[src/sv/i2c_master_transaction_engine_defines.svh]
// assertion macros shared by the i2c master rtl
`ifndef I2C_MASTER_TRANSACTION_ENGINE_DEFINES_SVH
`define I2C_MASTER_TRANSACTION_ENGINE_DEFINES_SVH

// same-cycle implication, checked outside reset
`define I2CM_ASSERT_NOW(label, ante, cons) \
    label: assert property (@(posedge clk) disable iff (!rst_n) (ante) |-> (cons)) \
        else $error("i2cm same-cycle check failed");

// next-cycle implication, checked outside reset
`define I2CM_ASSERT_NEXT(label, ante, cons) \
    label: assert property (@(posedge clk) disable iff (!rst_n) (ante) |=> (cons)) \
        else $error("i2cm next-cycle check failed");

`endif

[src/sv/i2cm_pkg.sv]
// types and constants of the i2c master transaction engine
`timescale 1ns / 1ps

package i2cm_pkg;

    localparam int MODE_W     = 3;
    localparam int ADDR_W     = 7;
    localparam int DATA_W     = 16;
    localparam int BYTE_W     = 8;
    localparam int BIT_CNT_W  = 4;
    localparam int BYTE_IDX_W = 2;
    localparam int HALF_PHASE_W_DEFAULT = 16;

    localparam logic [BIT_CNT_W-1:0] BITS_PER_BYTE = 4'd8;
    localparam logic [BYTE_W-1:0]    LAST_PROBE    = 8'hFF;

    typedef enum logic [MODE_W-1:0] {
        MODE_IDLE    = 3'd0,
        MODE_WR_BYTE = 3'd1,
        MODE_WR_WORD = 3'd2,
        MODE_RD_BYTE = 3'd3,
        MODE_SEARCH  = 3'd4
    } mode_t;

    typedef enum logic [16:0] {
        ST_IDLE       = 17'b00000000000000001,
        ST_START      = 17'b00000000000000010,
        ST_START_LOW  = 17'b00000000000000100,
        ST_BIT_SETUP  = 17'b00000000000001000,
        ST_BIT_HIGH   = 17'b00000000000010000,
        ST_BIT_LOW    = 17'b00000000000100000,
        ST_ACK_SETUP  = 17'b00000000001000000,
        ST_ACK_HIGH   = 17'b00000000010000000,
        ST_ACK_LOW    = 17'b00000000100000000,
        ST_RD_HIGH    = 17'b00000001000000000,
        ST_RD_LOW     = 17'b00000010000000000,
        ST_MACK_SETUP = 17'b00000100000000000,
        ST_MACK_HIGH  = 17'b00001000000000000,
        ST_MACK_LOW   = 17'b00010000000000000,
        ST_STOP_SDA   = 17'b00100000000000000,
        ST_STOP_SCL   = 17'b01000000000000000,
        ST_STOP_END   = 17'b10000000000000000
    } state_t;

endpackage

[src/sv/i2c_master_transaction_engine.sv]
// i2c master transaction engine: bus sequencer, result register and checks
`timescale 1ns / 1ps
`include "i2c_master_transaction_engine_defines.svh"

// Open-drain i2c master, advanced one clock of the bus engine per input beat.
// Input channel (in_valid/in_ready): mode, address, data and the sampled
// sda_in level. A command (write byte, write word, read byte, search) is
// taken only when the engine is idle; otherwise the command fields are
// ignored and the beat simply ticks the engine.
// Output channel (out_valid/out_ready): exactly one result beat per input
// beat, carrying the pin release levels, busy, done and the done-cycle
// status (ack_ok, read_data, found_valid, found_address).
// The result beat is registered and appears in the cycle after the input beat is accepted;
// throughput is one beat per cycle while the receiver is ready, set by the single result
// register, which is refilled in the same cycle it is drained.
// Configuration channel (cfg_valid/cfg_ready/cfg_data) writes the extra hold
// count of each pin phase; it is always ready and is meant for idle times.
// Reset releases both pins, returns the engine to idle, clears the hold
// count and empties the result register.
// When the receiver stalls, in_ready falls and the engine state holds, so
// bus timing advances only with accepted beats.
module i2c_master_transaction_engine
    import i2cm_pkg::*;
#(
    parameter int HALF_PHASE_W = HALF_PHASE_W_DEFAULT
)
(
    input  logic                    clk,
    input  logic                    rst_n,

    input  logic                    cfg_valid,
    output logic                    cfg_ready,
    input  logic [HALF_PHASE_W-1:0] cfg_data,

    input  logic                    in_valid,
    output logic                    in_ready,
    input  logic [MODE_W-1:0]       mode,
    input  logic [ADDR_W-1:0]       address,
    input  logic [DATA_W-1:0]       data,
    input  logic                    sda_in,

    output logic                    out_valid,
    input  logic                    out_ready,
    output logic                    scl_release,
    output logic                    sda_release,
    output logic                    busy_res,
    output logic                    done_res,
    output logic                    ack_ok,
    output logic [BYTE_W-1:0]       read_data,
    output logic                    found_valid,
    output logic [BYTE_W-1:0]       found_address
);

    logic [HALF_PHASE_W-1:0] half_phase_reg;

    state_t                  step_reg, step_next;
    logic [HALF_PHASE_W-1:0] wait_reg, wait_next;
    logic [BIT_CNT_W-1:0]    bit_reg, bit_next;
    logic [BYTE_IDX_W-1:0]   byte_reg, byte_next;
    logic [BYTE_W-1:0]       shift_reg, shift_next;
    logic [MODE_W-1:0]       mode_reg, mode_next;
    logic [DATA_W-1:0]       word_reg, word_next;
    logic [BYTE_W-1:0]       probe_reg, probe_next;
    logic                    scl_reg, scl_next;
    logic                    sda_reg, sda_next;
    logic                    ack_reg, ack_next;
    logic                    done_next;
    logic                    accept;

    logic                    out_valid_reg;
    logic                    scl_out_reg, sda_out_reg, busy_out_reg, done_out_reg;
    logic                    ack_out_reg, found_out_reg;
    logic [BYTE_W-1:0]       read_out_reg, found_addr_out_reg;

    assign cfg_ready = 1'b1;
    assign in_ready  = !out_valid_reg || out_ready;
    assign accept    = in_valid && in_ready;

    always_comb
    begin
        step_next  = step_reg;
        wait_next  = wait_reg;
        bit_next   = bit_reg;
        byte_next  = byte_reg;
        shift_next = shift_reg;
        mode_next  = mode_reg;
        word_next  = word_reg;
        probe_next = probe_reg;
        scl_next   = scl_reg;
        sda_next   = sda_reg;
        ack_next   = ack_reg;
        done_next  = 1'b0;

        if (step_reg == ST_IDLE)
        begin
            if (mode inside {[MODE_WR_BYTE:MODE_SEARCH]})
            begin
                mode_next  = mode;
                word_next  = data;
                byte_next  = '0;
                bit_next   = '0;
                ack_next   = 1'b0;
                probe_next = '0;
                if (mode == MODE_SEARCH)
                    shift_next = '0;
                else if (mode == MODE_RD_BYTE)
                    shift_next = {address, 1'b1};
                else
                    shift_next = {address, 1'b0};
                step_next = ST_START;
                wait_next = half_phase_reg;
                sda_next  = 1'b0;
            end
        end
        else if (wait_reg != '0)
        begin
            wait_next = wait_reg - 1'b1;
        end
        else
        begin
            // every phase change but the return to idle reloads the hold count
            wait_next = half_phase_reg;
            case (step_reg)
                ST_START:
                begin
                    step_next = ST_START_LOW;
                    scl_next  = 1'b0;
                end
                ST_START_LOW:
                begin
                    bit_next  = '0;
                    step_next = ST_BIT_SETUP;
                    sda_next  = shift_reg[BYTE_W-1];
                end
                ST_BIT_SETUP:
                begin
                    step_next = ST_BIT_HIGH;
                    scl_next  = 1'b1;
                end
                ST_BIT_HIGH:
                begin
                    step_next = ST_BIT_LOW;
                    scl_next  = 1'b0;
                end
                ST_BIT_LOW:
                begin
                    shift_next = {shift_reg[BYTE_W-2:0], 1'b0};
                    bit_next   = bit_reg + 1'b1;
                    if (bit_next >= BITS_PER_BYTE)
                    begin
                        step_next = ST_ACK_SETUP;
                        sda_next  = 1'b1;
                    end
                    else
                    begin
                        step_next = ST_BIT_SETUP;
                        sda_next  = shift_next[BYTE_W-1];
                    end
                end
                ST_ACK_SETUP:
                begin
                    step_next = ST_ACK_HIGH;
                    scl_next  = 1'b1;
                end
                ST_ACK_HIGH:
                begin
                    ack_next  = !sda_in;
                    step_next = ST_ACK_LOW;
                    scl_next  = 1'b0;
                end
                ST_ACK_LOW:
                begin
                    byte_next = byte_reg + 1'b1;
                    if (ack_reg && mode_reg == MODE_RD_BYTE && byte_next == 2'd1)
                    begin
                        shift_next = '0;
                        bit_next   = '0;
                        step_next  = ST_RD_HIGH;
                        scl_next   = 1'b1;
                    end
                    else if (ack_reg && ((mode_reg == MODE_WR_BYTE && byte_next == 2'd1)
                             || (mode_reg == MODE_WR_WORD && byte_next == 2'd2)))
                    begin
                        shift_next = word_reg[BYTE_W-1:0];
                        bit_next   = '0;
                        step_next  = ST_BIT_SETUP;
                        sda_next   = word_reg[BYTE_W-1];
                    end
                    else if (ack_reg && mode_reg == MODE_WR_WORD && byte_next == 2'd1)
                    begin
                        shift_next = word_reg[DATA_W-1:BYTE_W];
                        bit_next   = '0;
                        step_next  = ST_BIT_SETUP;
                        sda_next   = word_reg[DATA_W-1];
                    end
                    else
                    begin
                        if (mode_reg == MODE_RD_BYTE)
                            shift_next = '0;
                        step_next = ST_STOP_SDA;
                        sda_next  = 1'b0;
                    end
                end
                ST_RD_HIGH:
                begin
                    shift_next = {shift_reg[BYTE_W-2:0], sda_in};
                    bit_next   = bit_reg + 1'b1;
                    step_next  = ST_RD_LOW;
                    scl_next   = 1'b0;
                end
                ST_RD_LOW:
                begin
                    if (bit_reg >= BITS_PER_BYTE)
                    begin
                        step_next = ST_MACK_SETUP;
                        sda_next  = 1'b0;
                    end
                    else
                    begin
                        step_next = ST_RD_HIGH;
                        scl_next  = 1'b1;
                    end
                end
                ST_MACK_SETUP:
                begin
                    step_next = ST_MACK_HIGH;
                    scl_next  = 1'b1;
                end
                ST_MACK_HIGH:
                begin
                    step_next = ST_MACK_LOW;
                    scl_next  = 1'b0;
                end
                ST_MACK_LOW:
                begin
                    step_next = ST_STOP_SDA;
                    sda_next  = 1'b0;
                end
                ST_STOP_SDA:
                begin
                    step_next = ST_STOP_SCL;
                    scl_next  = 1'b1;
                end
                ST_STOP_SCL:
                begin
                    step_next = ST_STOP_END;
                    sda_next  = 1'b1;
                end
                ST_STOP_END:
                begin
                    // search moves on to the next probe until one acks or the last probe is reached
                    if (mode_reg == MODE_SEARCH && !ack_reg && probe_reg < LAST_PROBE)
                    begin
                        probe_next = probe_reg + 1'b1;
                        shift_next = probe_next;
                        byte_next  = '0;
                        step_next  = ST_START;
                        sda_next   = 1'b0;
                    end
                    else
                    begin
                        step_next = ST_IDLE;
                        wait_next = '0;
                        done_next = 1'b1;
                    end
                end
                default:
                begin
                    step_next = ST_IDLE;
                    wait_next = '0;
                end
            endcase
        end
    end

    always_ff @(posedge clk or negedge rst_n)
    begin
        if (!rst_n)
        begin
            half_phase_reg <= '0;
        end
        else if (cfg_valid && cfg_ready)
        begin
            half_phase_reg <= cfg_data;
        end
    end

    always_ff @(posedge clk or negedge rst_n)
    begin
        if (!rst_n)
        begin
            step_reg  <= ST_IDLE;
            wait_reg  <= '0;
            bit_reg   <= '0;
            byte_reg  <= '0;
            shift_reg <= '0;
            mode_reg  <= MODE_IDLE;
            word_reg  <= '0;
            probe_reg <= '0;
            scl_reg   <= 1'b1;
            sda_reg   <= 1'b1;
            ack_reg   <= 1'b0;
        end
        else if (accept)
        begin
            step_reg  <= step_next;
            wait_reg  <= wait_next;
            bit_reg   <= bit_next;
            byte_reg  <= byte_next;
            shift_reg <= shift_next;
            mode_reg  <= mode_next;
            word_reg  <= word_next;
            probe_reg <= probe_next;
            scl_reg   <= scl_next;
            sda_reg   <= sda_next;
            ack_reg   <= ack_next;
        end
    end

    always_ff @(posedge clk or negedge rst_n)
    begin
        if (!rst_n)
            out_valid_reg <= 1'b0;
        else if (in_ready)
            out_valid_reg <= in_valid;
    end

    // result payload
    always_ff @(posedge clk)
    begin
        if (accept)
        begin
            scl_out_reg        <= scl_next;
            sda_out_reg        <= sda_next;
            busy_out_reg       <= step_next != ST_IDLE;
            done_out_reg       <= done_next;
            ack_out_reg        <= done_next && ack_next;
            read_out_reg       <= (done_next && ack_next && mode_next == MODE_RD_BYTE)
                                  ? shift_next : '0;
            found_out_reg      <= done_next && ack_next && mode_next == MODE_SEARCH;
            found_addr_out_reg <= (done_next && ack_next && mode_next == MODE_SEARCH)
                                  ? probe_next : '0;
        end
    end

    assign out_valid     = out_valid_reg;
    assign scl_release   = scl_out_reg;
    assign sda_release   = sda_out_reg;
    assign busy_res      = busy_out_reg;
    assign done_res      = done_out_reg;
    assign ack_ok        = ack_out_reg;
    assign read_data     = read_out_reg;
    assign found_valid   = found_out_reg;
    assign found_address = found_addr_out_reg;

    `I2CM_ASSERT_NOW(a_done_bus_free, out_valid && done_res,
        !busy_res && scl_release && sda_release)
    `I2CM_ASSERT_NOW(a_idle_no_wait, step_reg == ST_IDLE, wait_reg == '0)
    `I2CM_ASSERT_NEXT(a_start_pulls_sda,
        accept && step_reg == ST_IDLE && mode == MODE_WR_BYTE,
        step_reg == ST_START && !sda_reg && scl_reg)
    `I2CM_ASSERT_NOW(a_found_with_done, out_valid && found_valid, done_res && ack_ok)
    `I2CM_ASSERT_NOW(a_read_with_done, out_valid && read_data != '0, done_res && ack_ok)

endmodule

[config.mk]
export PLATFORM = sky130hd
export DESIGN_NAME = i2c_master_transaction_engine
export DESIGN_NICKNAME = d
export VERILOG_FILES = /design/src/sv/i2cm_pkg.sv /design/src/sv/i2c_master_transaction_engine.sv
export VERILOG_INCLUDE_DIRS = /design/src /design/src/sv
export SDC_FILE = /design/constraint.sdc
export NUM_CORES = 1
export LEC_CHECK = 0
export ABC_AREA = 1
export BUFFER_PORTS_ARGS = -buffer_cell sky130_fd_sc_hd__buf_4
export CAP_MARGIN = 20
export CORE_MARGIN = 4
export CORE_UTILIZATION = 35
export CTS_BUF_LIST = sky130_fd_sc_hd__clkbuf_2
export DETAILED_ROUTE_END_ITERATION = 8
export PLACE_DENSITY = 0.59
export RECOVER_POWER = 25
export SLEW_MARGIN = 20
export SYNTH_ARGS = -nofsm -noshare
export SYNTH_HDL_FRONTEND = slang
export SYNTH_SLANG_ARGS = --single-unit
[constraint.sdc]
create_clock -name clk -period 4.5 [get_ports clk]
set_input_delay 0.225 -clock clk [delete_from_list [all_inputs] [get_ports clk]]
set_output_delay 0.225 -clock clk [all_outputs]
set_load 0.01 [all_outputs]
=== After elaboration in Yosys (flattened, before gate mapping) ===
Cells that the tools add are included.

* Flip-flop bits (word level): 116
* Input bits: 48
* Output and inout port bits: 25
* Word-level logic and storage cells: 160

* Add/sub/neg operators: 4
* $lt $le $gt $ge: 5
* Eq/ne operators: 32
* Muxes and demuxes: 68
* Reduce and logical (&&, ||, !) cells: 30

{| class="wikitable"
|+ Operator list
! operator !! number
|-
| $pmux 17 s16 || 1
|-
| $mux 8 || 14
|-
| $mux 16 || 4
|-
| $mux 17 || 3
|-
| $mux 15 || 3
|-
| $pmux 16 s2 || 1
|-
| $pmux 8 s4 || 1
|-
| $mux 4 || 6
|-
| $mux 1 || 22
|-
| $eq 17x1->1 const B || 1
|-
| $eq 17x10->1 const B || 1
|-
| $eq 17x11->1 const B || 1
|-
| $eq 17x12->1 const B || 1
|-
| $eq 17x13->1 const B || 1
|-
| $eq 17x14->1 const B || 1
|-
| $eq 17x15->1 const B || 1
|-
| $eq 17x16->1 const B || 1
|-
| $eq 17x17->1 const B || 1
|-
| $eq 17x2->1 const B || 1
|-
| $eq 17x3->1 const B || 1
|-
| $eq 17x4->1 const B || 1
|-
| $eq 17x5->1 const B || 1
|-
| $eq 17x6->1 const B || 1
|-
| $eq 17x7->1 const B || 1
|-
| other kinds (41) || 69
|}

=== Longest topological paths before layout ===
* Word-level depth: 11
* Gate-level depth with buffers: 16
* Depth with buffers taken out: 16

=== Worst setup path after synthesis ===
OpenSTA, ideal clock, no wires.

* Kind: reg-to-reg
* Start point: register out_valid_reg, in the netlist out_valid
* End point: register ack_out_reg, in the netlist ack_ok, enable pin
* Setup time: 0.394 ns
* Arrival time: 1.966 ns
* Data required time: 4.106 ns
* Setup slack: 2.141 ns
* Cell stages (with the launch flop): 6
* Buffers on the path: 2
* Period minus slack after synthesis: 2.359 ns
* Path through: dfrtp_1 nand2_1 nand2_1 inv_1 clkbuf_1 clkbuf_1

* Longest elaborated chain between the ends: 3

{| class="wikitable"
|+ RTL lines
! what !! line !! RTL
|-
| from (decl) || i2c_master_transaction_engine.sv:70 || <nowiki>logic out_valid_reg;</nowiki>
|-
| from (signal assigned) || i2c_master_transaction_engine.sv:325 || <nowiki>out_valid_reg <= in_valid;</nowiki>
|-
| $logic_not 1->1 || i2c_master_transaction_engine.sv:76 || <nowiki>assign in_ready = !out_valid_reg || out_ready;</nowiki>
|-
| $logic_or 1x1->1 || i2c_master_transaction_engine.sv:76 ||
|-
| via in_ready || i2c_master_transaction_engine.sv:36 || <nowiki>output logic in_ready,</nowiki>
|-
| $logic_and 1x1->1 || i2c_master_transaction_engine.sv:77 || <nowiki>assign accept = in_valid && in_ready;</nowiki>
|-
| via accept || i2c_master_transaction_engine.sv:68 || <nowiki>logic accept;</nowiki>
|-
| to (signal assigned) || i2c_master_transaction_engine.sv:337 || <nowiki>ack_out_reg <= done_next && ack_next;</nowiki>
|-
| to (decl) || i2c_master_transaction_engine.sv:72 || <nowiki>logic ack_out_reg, found_out_reg;</nowiki>
|}

The timed path passes the listed nets, and every way through them passes these cells.
A chain may end at the register's enable or synchronous reset.

=== Final worst setup path ===
* Start point: register wait_reg[0]
* End point: register busy_out_reg, in the netlist busy_res (data pin)

* Longest elaborated chain between the ends: 4

{| class="wikitable"
|+ RTL lines
! what !! line !! RTL
|-
| from (decl) || i2c_master_transaction_engine.sv:57 || <nowiki>logic [HALF_PHASE_W-1:0] wait_reg, wait_next;</nowiki>
|-
| from (signal assigned) || i2c_master_transaction_engine.sv:307 || <nowiki>wait_reg <= wait_next;</nowiki>
|-
| $reduce_bool 16->1 || i2c_master_transaction_engine.sv:115 || <nowiki>else if (wait_reg != '0)</nowiki>
|-
| $mux 17 || i2c_master_transaction_engine.sv:115 ||
|-
| $mux 17 || i2c_master_transaction_engine.sv:94 || <nowiki>if (step_reg == ST_IDLE)</nowiki>
|-
| $ne 17x1->1 || i2c_master_transaction_engine.sv:335 || <nowiki>busy_out_reg <= step_next != ST_IDLE;</nowiki>
|-
| to (signal assigned) || i2c_master_transaction_engine.sv:335 ||
|-
| to (decl) || i2c_master_transaction_engine.sv:71 || <nowiki>logic scl_out_reg, sda_out_reg, busy_out_reg, done_out_reg;</nowiki>
|}

No other way between the ends.

==> qor.yml <==
floorplan:
  die_height_um: 149
  ios: 73
  die_x_um: 149
  initial_core_util_pct: 35.6
  fp-row-count: 51
  core_area_um2: 19500
  fp.dieArea_um2: 22200
worst_setup_path:
  endpoint_kind: "register"
  worstPathArrival_ns: 3.43
  r2r_slack_ns: 1.57
  crit_path_frequent_cell: "nand2_1"
  cp_max_fo: 14
  max_stage_delay_ns: 0.51
  crit_chain: "inv_1 > ha_1 > nand2_1 > nor2_1 > nand2_1 > nor3_2 > nand2_1 > nor2_2 > inv_1 > nand3_1 > nand2_1 > inv_1 > nand3_1 > nor2_1 > nand2_1"
  worstSetupPathType: "reg -> reg"
  worstPathRequired_ns: 5.00
  worst-r2r-cell-count: 15
  crit_slowest_cell: "nor2_2"
  start_kind: "register"
global_route:
  antenna_found_initial: 1
  grt_pass1_wl_um: 32100
  grtUsageTotal_pct: 18.1
  grt_pass1_vias: 6329
  grt_max_degree: 73
  overflow: 0
cts:
  cts_made_buffers: 17
  htree_levels: 4
  cts.clk_slew.worst_paths_ns: 0.20
  tritoncts: "done"
  clock-sinks: 116
  insertion_delay_ns: 0.70
  cts-root-buf: "clkbuf_2"
  cts_resized: 0
  cts.path.max_buffers: 2
synth:
  ys_ff_latch: 116
  ys_warn_count: 0
  synth_nets: 969
  synth-async-reset-ratio_pct: 81.0
  yosysUniqueCellTypes: 44
  yosys_most_used_dff: "dfrtp_1"
  syn_area_um2: 6960
  synth_edf_count: 22
  synth_cells: 915
  synth_area_per_cell_um2: 7.60
  ys_seq_area_share_pct: 43.4
pwr:
  leakagePower_nw: 4.03
  power_density_nw_per_um2: 324
  ir_drop_mv: 0.289
  finalPower_mw: 2.85
route:
  drtPass1Iterations: 5
  vias: 6562
  wl_per_cell_um: 14.4
  viasPerCell: 4.89
  drc_errors: 0
  drt_iter0_drc: 418
  drt_wl_total_um: 19400
  ant_nets: 0
worst_hold_path:
  holdPathStages: 5
  hold_path_class: "in -> reg"
sta:
  tns_ns: 0
  fin_crit_sh_pct: 65.1
  rsz0062_at_grt: "false"
  fmax_ghz: 0.341
  hold_viol: 0
  setup-violations-final: 0
  relSlewSlack_pct: -23.0
  worstMarginPinSlew_ns: 1.85
  period_minus_slack_ns: 2.93
  slew_viol_final: 73
  skew_ns: 0.0394
layout:
  fill_cells: 1988
  syn2layout_area_growth_pct: 26.2
  largest_register_ffs: 17
  layout-drive-gt1-share_pct: 16.7
  seqCellArea_um2: 3020
  nNetsFinal: 1116
  multiInputGateArea_um2: 3360
outcome:
  violations: "max-capacitance violations, max-slew violations"
  status: "finished, violations left"
run:
  drv_cap: 1
placed_design:
  port-buffer-count: 71
  gp_congestion: 0.878
  dpl.hpwl_um: 13800
area by class of cell:
| cell class | instances | share of cell area [%] |
|---|---|---|
| multi-input combinational | 657 | 38.2 |
| sequential | 116 | 34.4 |
| tap | 265 | 3.78 |
| antenna | 1 | 0.0285 |
| clock buffer | 20 | 1.14 |
| inverter | 116 | 4.96 |
| clock inverter | 12 | 2.11 |
| timing repair buffer | 154 | 15.4 |
worst max-delay path, delay by kind of cell, from the launching register on:
family / cells / cell delay [ns]
and+or+nand+nor: 11 / 1.68
DFF: 1 / 0.41
adders and majority gates: 1 / 0.21
buffers and inverters: 3 / 0.45
report_power, final:
| part | internal (mW) | switching (mW) | leakage, nW | total (mW) |
|---|---|---|---|---|
| sequential | 1.21 | 0.134 | 1.36 | 1.34 |
| combinational | 0.291 | 0.398 | 2.51 | 0.689 |
| clock | 0.419 | 0.396 | 0.164 | 0.815 |
Yosys cell counts (all sizes together), types with 7 or more instances:
library cell  number  share of area [%]
buf               12                1.4
xor2               7               0.88
nor2             104                6.7
nand3             83                6.3
nand2            259                 14
a21oi             25                1.8
dfrtp             91                 33
or2                8               0.72
o22ai             12                1.1
inv              116                6.3
nand4             22                2.3
o211ai            11                1.2
clkbuf            14               0.76
nor3              12               0.94
mux2              21                3.4
o21ai             70                5.3
edfxtp            22                9.5
final timing paths:
path | start | to
min in group asynchronous | rst_n | shift_reg[4]
worst min-delay path | in_valid | shift_reg[0]
max in group asynchronous | rst_n | wait_reg[7]
worst max-delay path | wait_reg[0] | busy_res
worst max register to register | wait_reg[0] | busy_res
worst min register to register | sda_reg | sda_reg
cell families after synthesis:
logic type               after synthesis  synth area share, %
AND/OR/NAND/NOR                      493                 32.1
buffers and inverters                142                 8.42
AO/OA/AOI/OAI                        126                 10.3
flip-flops                           116                 43.4
multiplexers                          21                 3.40
XOR/XNOR                              10                 1.26
adder cells (fa/ha/maj)                6                 1.08
other                                  1               0.0539
routing by layer:
| layer | up-vias | global-route usage (%) | share of wire, % |
|---|---|---|---|
| li1 | 3290 | - | - |
| met1 | 3078 | 24.3 | 44 |
| met2 | 165 | 29.2 | 48 |
| met3 | 29 | 3.62 | 5.5 |
| met4 | 0 | 5.95 | 2.2 |
| met5 | - | 0 | 0 |
timing repair:
action | CTS | global route
endpoints found under the setup margin | 0 | 0
hold buffers | 79 | 0
hold endpoints to repair | 118 | 0
buffers inserted | 0 | 0
through the flow:
stage	cells	worst slack, ns	cell area [um^2]	hold WS, ns	utilization (%)
after floorplan	915	2.14	6960	-0.0706	-
after global placement	1229	1.61	7700	0.436	39.4
after detailed placement	1229	1.54	7700	0.438	39.4
after CTS	1340	1.53	8780	0.0103	45.0
after global routing	1341	1.16	8780	0.0387	45.0
final	1341	1.57	8780	0.0694	45.0
layout by cell type (no fill, tap or decap), types with 8 or more instances in the layout:
master | Yosys | routed
nor2_2 | 10 | 10
nand2_1 | 250 | 250
nand4_1 | 20 | 20
o21ai_0 | 49 | 49
inv_2 | 8 | 9
clkbuf_2 | 0 | 21
or2_2 | 8 | 8
nor3_1 | 11 | 11
inv_1 | 108 | 107
dlygate4sd3_1 | 0 | 79
mux2_2 | 18 | 18
nand3_1 | 81 | 81
dfrtp_1 | 91 | 91
nor2_1 | 87 | 87
edfxtp_1 | 22 | 22
a21oi_1 | 25 | 25
o211ai_1 | 11 | 11
o22ai_1 | 12 | 12
buf_4 | 3 | 74
o21ai_1 | 16 | 16
Power figures use the tool's default switching activity.
